File: src/sv/json_string_unescape_utf8_macros.svh
`ifndef JSON_STRING_UNESCAPE_UTF8_MACROS_SVH
`define JSON_STRING_UNESCAPE_UTF8_MACROS_SVH

// same-cycle implication
`define JSU_ASSERT_NOW(label, ante, cons) \
  label: assert property (@(posedge clk) disable iff (!rst_n) (ante) |-> (cons)) \
    else $error("jsu check failed");

// next-cycle implication
`define JSU_ASSERT_NEXT(label, ante, cons) \
  label: assert property (@(posedge clk) disable iff (!rst_n) (ante) |=> (cons)) \
    else $error("jsu check failed");

`endif

File: src/sv/jsu_pkg.sv
package jsu_pkg;

  localparam int QUEUE_DEPTH = 2;

  localparam logic [1:0] KIND_DATA = 2'd0;
  localparam logic [1:0] KIND_DONE = 2'd1;
  localparam logic [1:0] KIND_ERR  = 2'd2;

  typedef enum logic [2:0] {
    MODE_IDLE    = 3'd0,
    MODE_STR     = 3'd1,
    MODE_ESC     = 3'd2,
    MODE_HEX1    = 3'd3,
    MODE_WANT_BS = 3'd4,
    MODE_WANT_U  = 3'd5,
    MODE_HEX2    = 3'd6
  } mode_t;

  // one decoded job: kind, number of bytes minus one, bytes in send order
  typedef struct packed {
    logic [1:0]      kind;
    logic [1:0]      cnt;
    logic [3:0][7:0] bytes;
  } job_t;

endpackage

File: src/sv/jsu_front.sv
module jsu_front (
  input  logic              clk,
  input  logic              rst_n,
  input  logic              in_valid,
  output logic              in_ready,
  input  logic              in_action,
  input  logic [7:0]        in_byte_in,
  output logic              push_valid,
  input  logic              push_ready,
  output jsu_pkg::job_t     push_job
);

  localparam logic [7:0] CH_QUOTE  = 8'h22;
  localparam logic [7:0] CH_BSLASH = 8'h5c;
  localparam logic [7:0] CH_SLASH  = 8'h2f;
  localparam logic [7:0] CH_U      = 8'h75;
  localparam logic [7:0] CH_SPACE  = 8'h20;
  localparam logic [7:0] CH_TAB    = 8'h09;
  localparam logic [7:0] CH_CR     = 8'h0d;
  localparam logic [7:0] CH_LF     = 8'h0a;

  function automatic logic [4:0] hex_decode(input logic [7:0] c);
    logic [7:0] t;
    begin
      t = 8'h00;
      case (c) inside
        [8'h30:8'h39]: t = c - 8'h30;
        [8'h61:8'h66]: t = c - 8'h57;
        [8'h41:8'h46]: t = c - 8'h37;
        default:       t = 8'h00;
      endcase
      hex_decode = {(c inside {[8'h30:8'h39], [8'h61:8'h66], [8'h41:8'h46]}), t[3:0]};
    end
  endfunction

  function automatic logic [8:0] esc_map(input logic [7:0] c);
    begin
      case (c)
        CH_QUOTE:  esc_map = {1'b1, CH_QUOTE};
        CH_BSLASH: esc_map = {1'b1, CH_BSLASH};
        CH_SLASH:  esc_map = {1'b1, CH_SLASH};
        8'h62:     esc_map = {1'b1, 8'h08};
        8'h66:     esc_map = {1'b1, 8'h0c};
        8'h6e:     esc_map = {1'b1, 8'h0a};
        8'h72:     esc_map = {1'b1, 8'h0d};
        8'h74:     esc_map = {1'b1, 8'h09};
        default:   esc_map = 9'h000;
      endcase
    end
  endfunction

  function automatic jsu_pkg::job_t utf8_job(input logic [20:0] v);
    jsu_pkg::job_t j;
    begin
      j = '0;
      j.kind = jsu_pkg::KIND_DATA;
      if (v <= 21'h7f) begin
        j.cnt = 2'd0;
        j.bytes[0] = v[7:0];
      end else if (v <= 21'h7ff) begin
        j.cnt = 2'd1;
        j.bytes[0] = {3'b110, v[10:6]};
        j.bytes[1] = {2'b10, v[5:0]};
      end else if (v <= 21'hffff) begin
        j.cnt = 2'd2;
        j.bytes[0] = {4'b1110, v[15:12]};
        j.bytes[1] = {2'b10, v[11:6]};
        j.bytes[2] = {2'b10, v[5:0]};
      end else begin
        j.cnt = 2'd3;
        j.bytes[0] = {5'b11110, v[20:18]};
        j.bytes[1] = {2'b10, v[17:12]};
        j.bytes[2] = {2'b10, v[11:6]};
        j.bytes[3] = {2'b10, v[5:0]};
      end
      utf8_job = j;
    end
  endfunction

  function automatic jsu_pkg::job_t single_job(input logic [1:0] k, input logic [7:0] b);
    jsu_pkg::job_t j;
    begin
      j = '0;
      j.kind = k;
      j.bytes[0] = b;
      single_job = j;
    end
  endfunction

  jsu_pkg::mode_t mode_r, mode_nxt;
  logic [1:0]     digit_r, digit_nxt;
  logic [15:0]    accum_r, accum_nxt;
  logic [9:0]     high_r, high_nxt;

  logic        in_fire;
  logic [4:0]  hv;
  logic [8:0]  esc;
  logic [15:0] acc_new;
  logic        last_dig;
  logic        hi_rng;
  logic        lo_rng;
  logic        is_ws;
  logic [20:0] pair_cp;
  logic        has_res;
  jsu_pkg::job_t job;

  assign in_ready = push_ready;
  assign in_fire  = in_valid && in_ready;
  assign hv       = hex_decode(in_byte_in);
  assign esc      = esc_map(in_byte_in);
  assign acc_new  = {accum_r[11:0], hv[3:0]};
  assign last_dig = (digit_r == 2'd3);
  assign hi_rng   = (acc_new[15:10] == 6'b110110);
  assign lo_rng   = (acc_new[15:10] == 6'b110111);
  assign is_ws    = (in_byte_in == CH_SPACE) || (in_byte_in == CH_TAB) ||
                    (in_byte_in == CH_CR) || (in_byte_in == CH_LF);
  assign pair_cp  = 21'h10000 + {1'b0, high_r, acc_new[9:0]};

  // next state
  always_comb begin
    mode_nxt  = mode_r;
    digit_nxt = digit_r;
    accum_nxt = accum_r;
    high_nxt  = high_r;
    if (in_fire) begin
      if (in_action) begin
        mode_nxt  = jsu_pkg::MODE_IDLE;
        digit_nxt = 2'd0;
        accum_nxt = 16'h0000;
        high_nxt  = 10'h000;
      end else begin
        case (mode_r)
          jsu_pkg::MODE_STR: begin
            if (in_byte_in == CH_QUOTE || in_byte_in < CH_SPACE) begin
              mode_nxt  = jsu_pkg::MODE_IDLE;
              digit_nxt = 2'd0;
              accum_nxt = 16'h0000;
              high_nxt  = 10'h000;
            end else if (in_byte_in == CH_BSLASH) begin
              mode_nxt = jsu_pkg::MODE_ESC;
            end
          end
          jsu_pkg::MODE_ESC: begin
            if (in_byte_in == CH_U) begin
              mode_nxt  = jsu_pkg::MODE_HEX1;
              digit_nxt = 2'd0;
              accum_nxt = 16'h0000;
            end else if (esc[8]) begin
              mode_nxt = jsu_pkg::MODE_STR;
            end else begin
              mode_nxt  = jsu_pkg::MODE_IDLE;
              digit_nxt = 2'd0;
              accum_nxt = 16'h0000;
              high_nxt  = 10'h000;
            end
          end
          jsu_pkg::MODE_HEX1, jsu_pkg::MODE_HEX2: begin
            if (!hv[4]) begin
              mode_nxt  = jsu_pkg::MODE_IDLE;
              digit_nxt = 2'd0;
              accum_nxt = 16'h0000;
              high_nxt  = 10'h000;
            end else if (!last_dig) begin
              accum_nxt = acc_new;
              digit_nxt = digit_r + 2'd1;
            end else begin
              digit_nxt = 2'd0;
              accum_nxt = 16'h0000;
              if (mode_r == jsu_pkg::MODE_HEX1) begin
                if (hi_rng) begin
                  high_nxt = acc_new[9:0];
                  mode_nxt = jsu_pkg::MODE_WANT_BS;
                end else if (lo_rng) begin
                  mode_nxt = jsu_pkg::MODE_IDLE;
                  high_nxt = 10'h000;
                end else begin
                  mode_nxt = jsu_pkg::MODE_STR;
                end
              end else begin
                high_nxt = 10'h000;
                mode_nxt = lo_rng ? jsu_pkg::MODE_STR : jsu_pkg::MODE_IDLE;
              end
            end
          end
          jsu_pkg::MODE_WANT_BS: begin
            if (in_byte_in == CH_BSLASH) begin
              mode_nxt = jsu_pkg::MODE_WANT_U;
            end else begin
              mode_nxt  = jsu_pkg::MODE_IDLE;
              digit_nxt = 2'd0;
              accum_nxt = 16'h0000;
              high_nxt  = 10'h000;
            end
          end
          jsu_pkg::MODE_WANT_U: begin
            if (in_byte_in == CH_U) begin
              mode_nxt  = jsu_pkg::MODE_HEX2;
              digit_nxt = 2'd0;
              accum_nxt = 16'h0000;
            end else begin
              mode_nxt  = jsu_pkg::MODE_IDLE;
              digit_nxt = 2'd0;
              accum_nxt = 16'h0000;
              high_nxt  = 10'h000;
            end
          end
          default: begin
            if (is_ws) begin
              mode_nxt = jsu_pkg::MODE_IDLE;
            end else begin
              mode_nxt  = (in_byte_in == CH_QUOTE) ? jsu_pkg::MODE_STR : jsu_pkg::MODE_IDLE;
              digit_nxt = 2'd0;
              accum_nxt = 16'h0000;
              high_nxt  = 10'h000;
            end
          end
        endcase
      end
    end
  end

  // results
  always_comb begin
    has_res = 1'b0;
    job     = single_job(jsu_pkg::KIND_ERR, 8'h00);
    if (in_action) begin
      has_res = 1'b1;
    end else begin
      case (mode_r)
        jsu_pkg::MODE_STR: begin
          if (in_byte_in == CH_QUOTE) begin
            has_res = 1'b1;
            job     = single_job(jsu_pkg::KIND_DONE, 8'h00);
          end else if (in_byte_in < CH_SPACE) begin
            has_res = 1'b1;
          end else if (in_byte_in != CH_BSLASH) begin
            has_res = 1'b1;
            job     = single_job(jsu_pkg::KIND_DATA, in_byte_in);
          end
        end
        jsu_pkg::MODE_ESC: begin
          if (in_byte_in != CH_U) begin
            has_res = 1'b1;
            if (esc[8]) begin
              job = single_job(jsu_pkg::KIND_DATA, esc[7:0]);
            end
          end
        end
        jsu_pkg::MODE_HEX1: begin
          if (!hv[4]) begin
            has_res = 1'b1;
          end else if (last_dig && !hi_rng) begin
            has_res = 1'b1;
            if (!lo_rng) begin
              job = utf8_job({5'b00000, acc_new});
            end
          end
        end
        jsu_pkg::MODE_HEX2: begin
          if (!hv[4]) begin
            has_res = 1'b1;
          end else if (last_dig) begin
            has_res = 1'b1;
            if (lo_rng) begin
              job = utf8_job(pair_cp);
            end
          end
        end
        jsu_pkg::MODE_WANT_BS: begin
          has_res = (in_byte_in != CH_BSLASH);
        end
        jsu_pkg::MODE_WANT_U: begin
          has_res = (in_byte_in != CH_U);
        end
        default: begin
          has_res = !is_ws && (in_byte_in != CH_QUOTE);
        end
      endcase
    end
  end

  assign push_valid = in_fire && has_res;
  assign push_job   = job;

  always_ff @(posedge clk) begin
    if (!rst_n) begin
      mode_r  <= jsu_pkg::MODE_IDLE;
      digit_r <= 2'd0;
      accum_r <= 16'h0000;
      high_r  <= 10'h000;
    end else begin
      mode_r  <= mode_nxt;
      digit_r <= digit_nxt;
      accum_r <= accum_nxt;
      high_r  <= high_nxt;
    end
  end

endmodule

File: src/sv/jsu_queue.sv
module jsu_queue #(
  parameter int DEPTH = jsu_pkg::QUEUE_DEPTH
) (
  input  logic          clk,
  input  logic          rst_n,
  input  logic          push_valid,
  output logic          push_ready,
  input  jsu_pkg::job_t push_job,
  output logic          pop_valid,
  input  logic          pop_ready,
  output jsu_pkg::job_t pop_job
);

  localparam int AW = (DEPTH > 1) ? $clog2(DEPTH) : 1;
  localparam int CW = $clog2(DEPTH + 1);

  jsu_pkg::job_t mem_r [DEPTH];
  logic [AW-1:0] wr_ptr_r, wr_ptr_nxt;
  logic [AW-1:0] rd_ptr_r, rd_ptr_nxt;
  logic [CW-1:0] count_r, count_nxt;
  logic          do_push;
  logic          do_pop;

  assign push_ready = (count_r != CW'(DEPTH));
  assign pop_valid  = (count_r != '0);
  assign pop_job    = mem_r[rd_ptr_r];
  assign do_push    = push_valid && push_ready;
  assign do_pop     = pop_valid && pop_ready;

  always_comb begin
    wr_ptr_nxt = wr_ptr_r;
    rd_ptr_nxt = rd_ptr_r;
    count_nxt  = count_r;
    if (do_push) begin
      wr_ptr_nxt = (wr_ptr_r == AW'(DEPTH - 1)) ? '0 : wr_ptr_r + AW'(1);
    end
    if (do_pop) begin
      rd_ptr_nxt = (rd_ptr_r == AW'(DEPTH - 1)) ? '0 : rd_ptr_r + AW'(1);
    end
    if (do_push && !do_pop) begin
      count_nxt = count_r + CW'(1);
    end else if (do_pop && !do_push) begin
      count_nxt = count_r - CW'(1);
    end
  end

  always_ff @(posedge clk) begin
    if (!rst_n) begin
      wr_ptr_r <= '0;
      rd_ptr_r <= '0;
      count_r  <= '0;
    end else begin
      wr_ptr_r <= wr_ptr_nxt;
      rd_ptr_r <= rd_ptr_nxt;
      count_r  <= count_nxt;
    end
  end

  always_ff @(posedge clk) begin
    if (do_push) begin
      mem_r[wr_ptr_r] <= push_job;
    end
  end

endmodule

File: src/sv/jsu_back.sv
module jsu_back (
  input  logic          clk,
  input  logic          rst_n,
  input  logic          pop_valid,
  output logic          pop_ready,
  input  jsu_pkg::job_t pop_job,
  output logic          out_valid,
  input  logic          out_ready,
  output logic [1:0]    out_kind,
  output logic [7:0]    out_data_byte,
  output logic          out_last
);

  jsu_pkg::job_t cur_r, cur_nxt;
  logic [1:0]    idx_r, idx_nxt;
  logic          busy_r, busy_nxt;
  logic          take;
  logic          fin;
  logic          load;

  assign out_valid     = busy_r;
  assign out_kind      = cur_r.kind;
  assign out_data_byte = cur_r.bytes[idx_r];
  assign out_last      = (idx_r == cur_r.cnt);

  assign take      = out_valid && out_ready;
  assign fin       = take && out_last;
  assign pop_ready = !busy_r || fin;
  assign load      = pop_valid && pop_ready;

  always_comb begin
    cur_nxt  = cur_r;
    idx_nxt  = idx_r;
    busy_nxt = busy_r;
    if (load) begin
      cur_nxt  = pop_job;
      idx_nxt  = 2'd0;
      busy_nxt = 1'b1;
    end else if (fin) begin
      busy_nxt = 1'b0;
    end else if (take) begin
      idx_nxt = idx_r + 2'd1;
    end
  end

  always_ff @(posedge clk) begin
    if (!rst_n) begin
      busy_r <= 1'b0;
      idx_r  <= 2'd0;
    end else begin
      busy_r <= busy_nxt;
      idx_r  <= idx_nxt;
    end
  end

  always_ff @(posedge clk) begin
    cur_r <= cur_nxt;
  end

endmodule

File: src/sv/json_string_unescape_utf8.sv
// channel | ports                                               | moves
// input   | in_valid in_ready in_action in_byte_in              | one raw byte or end-of-input
// result  | out_valid out_ready out_kind out_data_byte out_last | one decoded byte, done or error
//
// one input item per cycle while the queue is not full; each result item is one transfer on the output port
// a \u escape gives 1 to 4 result items, which leave the output port one after another
// a job queue of QUEUE_DEPTH entries lets the decoder run ahead of the byte sender
// a taken item's first result is registered in the queue, then in the output register, before it is valid
// rst_n is synchronous, active low; it returns the decoder to idle and empties the queue
// in_ready drops only while the queue is full

`include "json_string_unescape_utf8_macros.svh"

module json_string_unescape_utf8 #(
  parameter int QUEUE_DEPTH = jsu_pkg::QUEUE_DEPTH
) (
  input  logic       clk,
  input  logic       rst_n,
  input  logic       in_valid,
  output logic       in_ready,
  input  logic       in_action,
  input  logic [7:0] in_byte_in,
  output logic       out_valid,
  input  logic       out_ready,
  output logic [1:0] out_kind,
  output logic [7:0] out_data_byte,
  output logic       out_last
);

  logic          push_valid;
  logic          push_ready;
  jsu_pkg::job_t push_job;
  logic          pop_valid;
  logic          pop_ready;
  jsu_pkg::job_t pop_job;
  logic          out_take;
  logic          out_stat;
  logic          out_is_data;

  jsu_front u_front (
    .clk        (clk),
    .rst_n      (rst_n),
    .in_valid   (in_valid),
    .in_ready   (in_ready),
    .in_action  (in_action),
    .in_byte_in (in_byte_in),
    .push_valid (push_valid),
    .push_ready (push_ready),
    .push_job   (push_job)
  );

  jsu_queue #(
    .DEPTH (QUEUE_DEPTH)
  ) u_queue (
    .clk        (clk),
    .rst_n      (rst_n),
    .push_valid (push_valid),
    .push_ready (push_ready),
    .push_job   (push_job),
    .pop_valid  (pop_valid),
    .pop_ready  (pop_ready),
    .pop_job    (pop_job)
  );

  jsu_back u_back (
    .clk           (clk),
    .rst_n         (rst_n),
    .pop_valid     (pop_valid),
    .pop_ready     (pop_ready),
    .pop_job       (pop_job),
    .out_valid     (out_valid),
    .out_ready     (out_ready),
    .out_kind      (out_kind),
    .out_data_byte (out_data_byte),
    .out_last      (out_last)
  );

  assign out_take    = out_valid && out_ready;
  assign out_stat    = out_valid && (out_kind != jsu_pkg::KIND_DATA);
  assign out_is_data = out_valid && (out_kind == jsu_pkg::KIND_DATA);

  `JSU_ASSERT_NOW(a_status_single, out_stat, out_last && out_data_byte == 8'h00)
  `JSU_ASSERT_NEXT(a_seq_no_gap, out_take && !out_last, out_is_data)
  `JSU_ASSERT_NOW(a_kind_legal, out_valid, out_kind <= jsu_pkg::KIND_ERR)

endmodule

File: config.mk
export PLATFORM = sky130hd
export DESIGN_NAME = json_string_unescape_utf8
export DESIGN_NICKNAME = d
export VERILOG_FILES = /design/src/sv/jsu_pkg.sv /design/src/sv/jsu_front.sv /design/src/sv/jsu_queue.sv /design/src/sv/jsu_back.sv /design/src/sv/json_string_unescape_utf8.sv
export VERILOG_INCLUDE_DIRS = /design/src /design/src/sv
export SDC_FILE = /design/constraint.sdc
export NUM_CORES = 1
export LEC_CHECK = 0
export BUFFER_PORTS_ARGS = -buffer_cell sky130_fd_sc_hd__clkbuf_2
export CELL_PAD_IN_SITES_DETAIL_PLACEMENT = 1
export CELL_PAD_IN_SITES_GLOBAL_PLACEMENT = 1
export CORE_MARGIN = 4
export CORE_UTILIZATION = 40
export CTS_CLUSTER_DIAMETER = 200
export DETAILED_ROUTE_END_ITERATION = 10
export PLACE_DENSITY_LB_ADDON = 0.1
export REMOVE_ABC_BUFFERS = 1
export SYNTH_ARGS = -nofsm -noshare
export SYNTH_HDL_FRONTEND = slang
export SYNTH_SLANG_ARGS = --single-unit
File: constraint.sdc
create_clock -name clk -period 11.6 [get_ports clk]
set_input_delay 1.74 -clock clk [delete_from_list [all_inputs] [get_ports clk]]
set_output_delay 1.74 -clock clk [all_outputs]
set_load 0.05 [all_outputs]
# Word-level counts from Yosys, hierarchy flattened
# Memories as Yosys holds them, arrays and structs flattened. A register that Yosys moved wholly into a read port is not among the register bits.
# Index checks and enable logic that the tools add are counted.
op_classes:
  addsub: 10
  order_cmp: 13
  n_eq_ne: 37
  muxes: 99
  bitwise_logic: 2
  n_reduce_logical: 33
op_table:
  columns: ["cell", "n"]
  rows:
  - ["$mux W36", 12]
  - ["$pmux W36 S4", 1]
  - ["$mux W10", 12]
  - ["$mux W12", 8]
  - ["$pmux W9 S8", 1]
  - ["$pmux W12 S5", 1]
  - ["$eq A8 B7 Y1 const B", 7]
  - ["$pmux W10 S5", 1]
  - ["$mux W24", 2]
  - ["$mux W8", 5]
  - ["$mux W3", 11]
  - ["$mux W16", 2]
  - ["$mux W2", 14]
  - ["$eq A8 B4 Y1 const B", 3]
  - ["$eq A8 B6 Y1 const B", 3]
  - ["$mux W22", 1]
  - ["$add A17 B20 Y21 const A", 1]
  - ["$le A21 B11 Y1 const B", 1]
  - ["$le A21 B16 Y1 const B", 1]
  - ["$le A21 B7 Y1 const B", 1]
  - ["$mux W1", 20]
  - ["$bmux W8 S2", 1]
  - ["$ge A8 B7 Y1 const B", 2]
  - ["$le A16 B11 Y1 const B", 1]
  - ["42 further kinds", 82]
totals:
  register_bits: 34
  ram_bits: 72
  inputBits: 13
  output_inout_bits: 13
  wordCells: 204
  n_memories: 1
mem_list:
  columns: ["memory", "words", "width", "read_ports", "rd_ports_with_merged_regs", "write_ports", "line", "source"]
  rows:
  - ["u_queue.mem_r", 2, 36, 1, 1, 1, "jsu_queue.sv:17", "jsu_pkg::job_t mem_r [DEPTH];"]

# Logic depth before layout (Yosys ltp)
depth:
  word_depth: 15
  depth_mapped: 13
  mapped_depth_nobuf: 11

# By module
# Synthesis repeated with hierarchy kept, for this count alone.
hier_totals:
  cells_unflattened: 697
  hier_area_um2: 7642.3
by_module_without_submodules:
  columns: ["module", "n_inst", "cells_each", "area_each_um2", "seq_area_each_um2"]
  rows:
  - ["jsu_front", 1, 490, 3321.9, 540.5]
  - ["jsu_queue", 1, 136, 2837.7, 2262.2]
  - ["jsu_back", 1, 71, 1482.7, 1141.1]

# Worst setup path before layout
# OpenSTA, ideal clock, no wires.
synth_timing:
  path_type: "input to register"
  startpoint: "input port in_byte_in[0]"
  endpoint: "memory u_queue.mem_r[0][0] (netlist name), enable pin"
  setup_ns: 0.426
  t_arrival_ns: 5.087
  required_ns: 11.174
  path_slack_ns: 6.087
  stages: 10
  path_buffers: 2
  path_cell_list: "clkbuf_1 -> inv_1 -> ha_1 -> o21bai_4 -> o21ai_2 -> and4b_1 -> buf_2 -> a221o_1 -> a31oi_1 -> nor2b_1"
synth_between:
  elab_chain_cells: 12
  elab_cells_between_ends: 36
  cone_classes: "7 x order compare; 8 x eq/ne; 10 x mux; 11 x reduce/logical"
synth_rtl:
  columns: ["item", "line", "source"]
  rows:
  - ["start, declared", "json_string_unescape_utf8.sv:22", "input logic [7:0] in_byte_in,"]
  - ["parallel branches: the longest is 6 deep, another holds $ge A8 B6 Y1", null, null]
  - ["$pmux W1 S6 *", "jsu_front.sv:229", "case (mode_r)"]
  - ["$mux W1 *", "jsu_front.sv:226", "if (in_action) begin"]
  - ["$logic_and A1 B1 Y1 *", "jsu_front.sv:282", "assign push_valid = in_fire && has_res;"]
  - ["$logic_and A1 B1 Y1 *", "jsu_queue.sv:27", "assign do_push = push_valid && push_ready;"]
  - ["named net u_queue.do_push", "jsu_queue.sv:21", "logic do_push;"]
  - ["$mux W1 *", "jsu_queue.sv:60", "if (do_push) begin"]
  - ["$mux W1 (not written as such) *", "jsu_queue.sv:61", "mem_r[wr_ptr_r] <= push_job;"]
  - ["end, declared", "jsu_queue.sv:17", null]
# Mark *: on every way through the listed nets, which the timed path passes.

==> summary.txt <==
Status
  • Status: finished, final reports clean

Clock tree
  • Clock sink count: 130
  • # Post-CTS Setup Buffers: 0
  • Post-CTS sizing: 0
  • Clk root buf: clkbuf_16
  • CTS tree: built
  • Worst skew pair latency: 410 ps
  • H-tree levels: 4
  • CTS max path bufs: 2
  • Hold Buf Count CTS: 0
  • CTS buffer count: 17
  • Clock transition at the registers of the reported paths: 60 ps

Run
  • Number of max-cap violations: 0

Routing
  • DRC Markers: 0
  • Wire per inst: 21.8 microns
  • Routed vias/inst: between 5 and 6
  • Vias: 5,231
  • Initial DRC count: 258
  • Detailed Routing Iterations Pass 1: 4
  • DRT antenna net count: 0
  • DRT Wirelength: ~19 mm

Placement
  • Dpl hpwl: 14.1 mm
  • Placement Setup Slack: approximately 6400 ps
  • Placer Congestion: 0.951
  • Number of port buffers: 25

Power and ir drop
  • Internal Power: 1.06 mW
  • Worst VDD drop: 0.173 mV
  • Logic pwr share: 0.223
  • Reg power frac: 0.424
  • Switching power: approximately 460 uW
  • Clock power share: 0.352
  • P_leak: ~2.7 nW
  • Net Sw Frac: 0.305
  • Total power: about 1.5 mW
  • Pwr dens: 190 nW/um^2

Yosys
  • Mapped cell area: 7130 sq um
  • Async S/R FF share, synth: 0
  • Ys flop type: edfxtp_1
  • Synthesized area per cell: 11.1 sq um
  • Top post-synthesis cells by area: edfxtp_1 (40%), dfxtp_1 (9.5%), mux2_2 (5.4%)
  • Seq/Total Area, Yosys: 0.500
  • Ys Warns: 0
  • Largest area contributor in the netlist: edfxtp_1
  • Synthesis-stage register bit count: 130
  • Top-area cell type share of the netlist area: 0.404
  • Count of cell types in the netlist: between 80 and 90
  • Post-synth EDFFs: 96
  • Syn Inst Count: 645

Layout
  • Area growth from synthesis to layout: 12.2%
  • Layout cell share with drive strength beyond 1: 0.217
  • Number of diodes: 0
  • Nets: approximately 680
  • Fin util: 0.460

Worst setup path
  • Startpoint types: input pin
  • CP required: around 12,000 ps
  • Crit Path Category: input pin to register
  • CP max stage cell: mux2i_2
  • Worst EP arrival: 4940 ps
  • Worst Path Buf+Inv: 2
  • R2R depth: 7
  • Worst path max stage delay: a little over 900 ps
  • CP top delay family: compound AO/OA/AOI/OAI gates
  • Crit-path cells: clkbuf_2 -> inv_1 -> ha_1 -> o21bai_4 -> a21oi_2 -> o31a_4 -> nor4_4 -> mux2i_2 -> a21oi_4 -> a211oi_1 -> o32ai_2
  • Critical Path Stages: 11
  • Crit end category: register
  • Crit-path max FO: 16

STA
  • Fin. Hold Viols: 0
  • Final Cycle Share: 0.415
  • Final setup fails: 0
  • Setup slack after layout: 6790 ps
  • RSZ-0062 raised after global routing: no
  • Tightest Pin Transition: 1240 ps
  • Max-slew violation count: 0
  • Final min period: 4810 ps
  • Final setup skew: 16.0 ps
  • Setup_tns: 0 ps
  • Fmax: 0.208 GHz
  • Slew HR: 0.163

Hold path
  • Hold path cells: 2
  • Worst Hold Class: register to register

GRT
  • Largest net degree at the start of global routing: 35
  • Total congestion overflow: 0
  • Global Route Usage Sum: 0.205
  • Initial antenna violation count: 0
  • Vias in the first global route: 5,514
  • First-pass GRT wire length: 31.7 mm

Floorplanning
  • Die span in x: 142 microns
  • Die H: 142 microns
  • IO Pins: 26
  • Core area: between 15,000 and 20,000 sq um
  • Starting Density: 0.410
  • DIE AREA: 20,000 sq um
  • Num rows: 48
layout make-up:
cell class	instances	area, sq um
clock buffers	17	425
clock inverters	15	171
fillers	1883	9410
inverters	20	75.1
multi-input cells	455	3310
flip-flops and latches	130	3560
well taps	225	282
repair buffers	32	178
Yosys cell counts (all sizes together), types with 4 or more instances:
master,number
nor3b,4
mux2,35
a221o,4
or3,7
o211ai,4
and2,7
clkbuf,21
nand4,12
nor4,7
nor2,40
nand2,71
xor2,6
and3,4
o22ai,6
nor2b,10
mux4,7
nor3,15
o221ai,8
dfxtp,34
a21oi,28
mux2i,14
a21boi,4
buf,19
o21ai,37
ha,8
nand3,33
nand2b,9
inv,20
a21o,4
a31oi,7
edfxtp,96
xnor2,6
or4,4
metal layers:
layer  GRT usage  share of wire  wire [microns]  vias to the layer above
met5           0              0               0                        -
met4      0.0682          0.017             332                        0
met3      0.0428          0.038             749                       23
met2       0.326           0.48            9290                      103
met1       0.280           0.47            9090                     2625
li1            -              -               -                     2480
tightest hold or removal path, stage by stage (launching register included):
cell	delay (ps)
dfxtp_1	310
nand3_1	60
o31ai_1	60
logic make-up (layout without fill, tap and decap cells):
| family | after synthesis | count (layout) | share of synthesized area |
|---|---|---|---|
| and+or+nand+nor | 237 | 237 | 0.183 |
| AOI/OAI and AO/OA | 142 | 142 | 0.151 |
| muxes | 56 | 56 | 0.0986 |
| buffers and inverters | 60 | 84 | 0.0382 |
| xor gates and xnor gates | 12 | 12 | 0.0147 |
| adders and majority gates | 8 | 8 | 0.0140 |
| DFF | 130 | 130 | 0.500 |
placed cells by master, fill, tap and decap left out, types with 19 or more instances in the layout:
master / synthesis / routed
dfxtp_1: 34 / 34
a21oi_1: 22 / 22
nor2_1: 40 / 39
nand2_1: 68 / 68
nand3_1: 33 / 33
mux2_2: 34 / 34
edfxtp_1: 96 / 96
inv_1: 19 / 19
clkbuf_2: 1 / 25
o21ai_0: 26 / 26
worst paths after layout:
kind | startpoint | to | slack (ps)
setup / recovery | in_byte_in[0] | u_queue.mem_r[0][4] | 6790
hold / removal | u_front.digit_r[1] | u_front.digit_r[1] | 470
setup reg to reg | u_front.accum_r[3] | u_queue.mem_r[0][4] | 8190
hold reg to reg | u_front.digit_r[1] | u_front.digit_r[1] | 470
metrics by stage:
stage          cell area, sq um  cells  hold slack (ps)
6_report                   8010    894              472
5_1_grt                    8010    894              498
4_1_cts                    8010    894              474
3_5_place_dp               7410    862              466
3_3_place_gp               7410    862              457
2_1_floorplan              6940    605              439
power by group through the flow:
stage	registers, mW	logic, mW	clock network (mW)
floorplan	0.672	0.229	0
global route	0.657	0.366	0.578
CTS	0.648	0.347	0.550
global placement	0.652	0.337	0
finish	0.646	0.340	0.537
detailed placement	0.658	0.344	0
registers in the layout, summed over array words and instances, names as in the netlist:
signal	count
u_back.cur_r	30
u_back.idx_r	2
u_back.out_kind	2
u_back.out_valid	1
u_front.accum_r	12
u_front.digit_r	2
u_front.high_r	10
u_front.mode_r	3
u_queue.count_r	2
u_queue.mem_r	64
u_queue.rd_ptr_r	1
u_queue.wr_ptr_r	1
No activity file was read; power rests on OpenSTA's default activity.
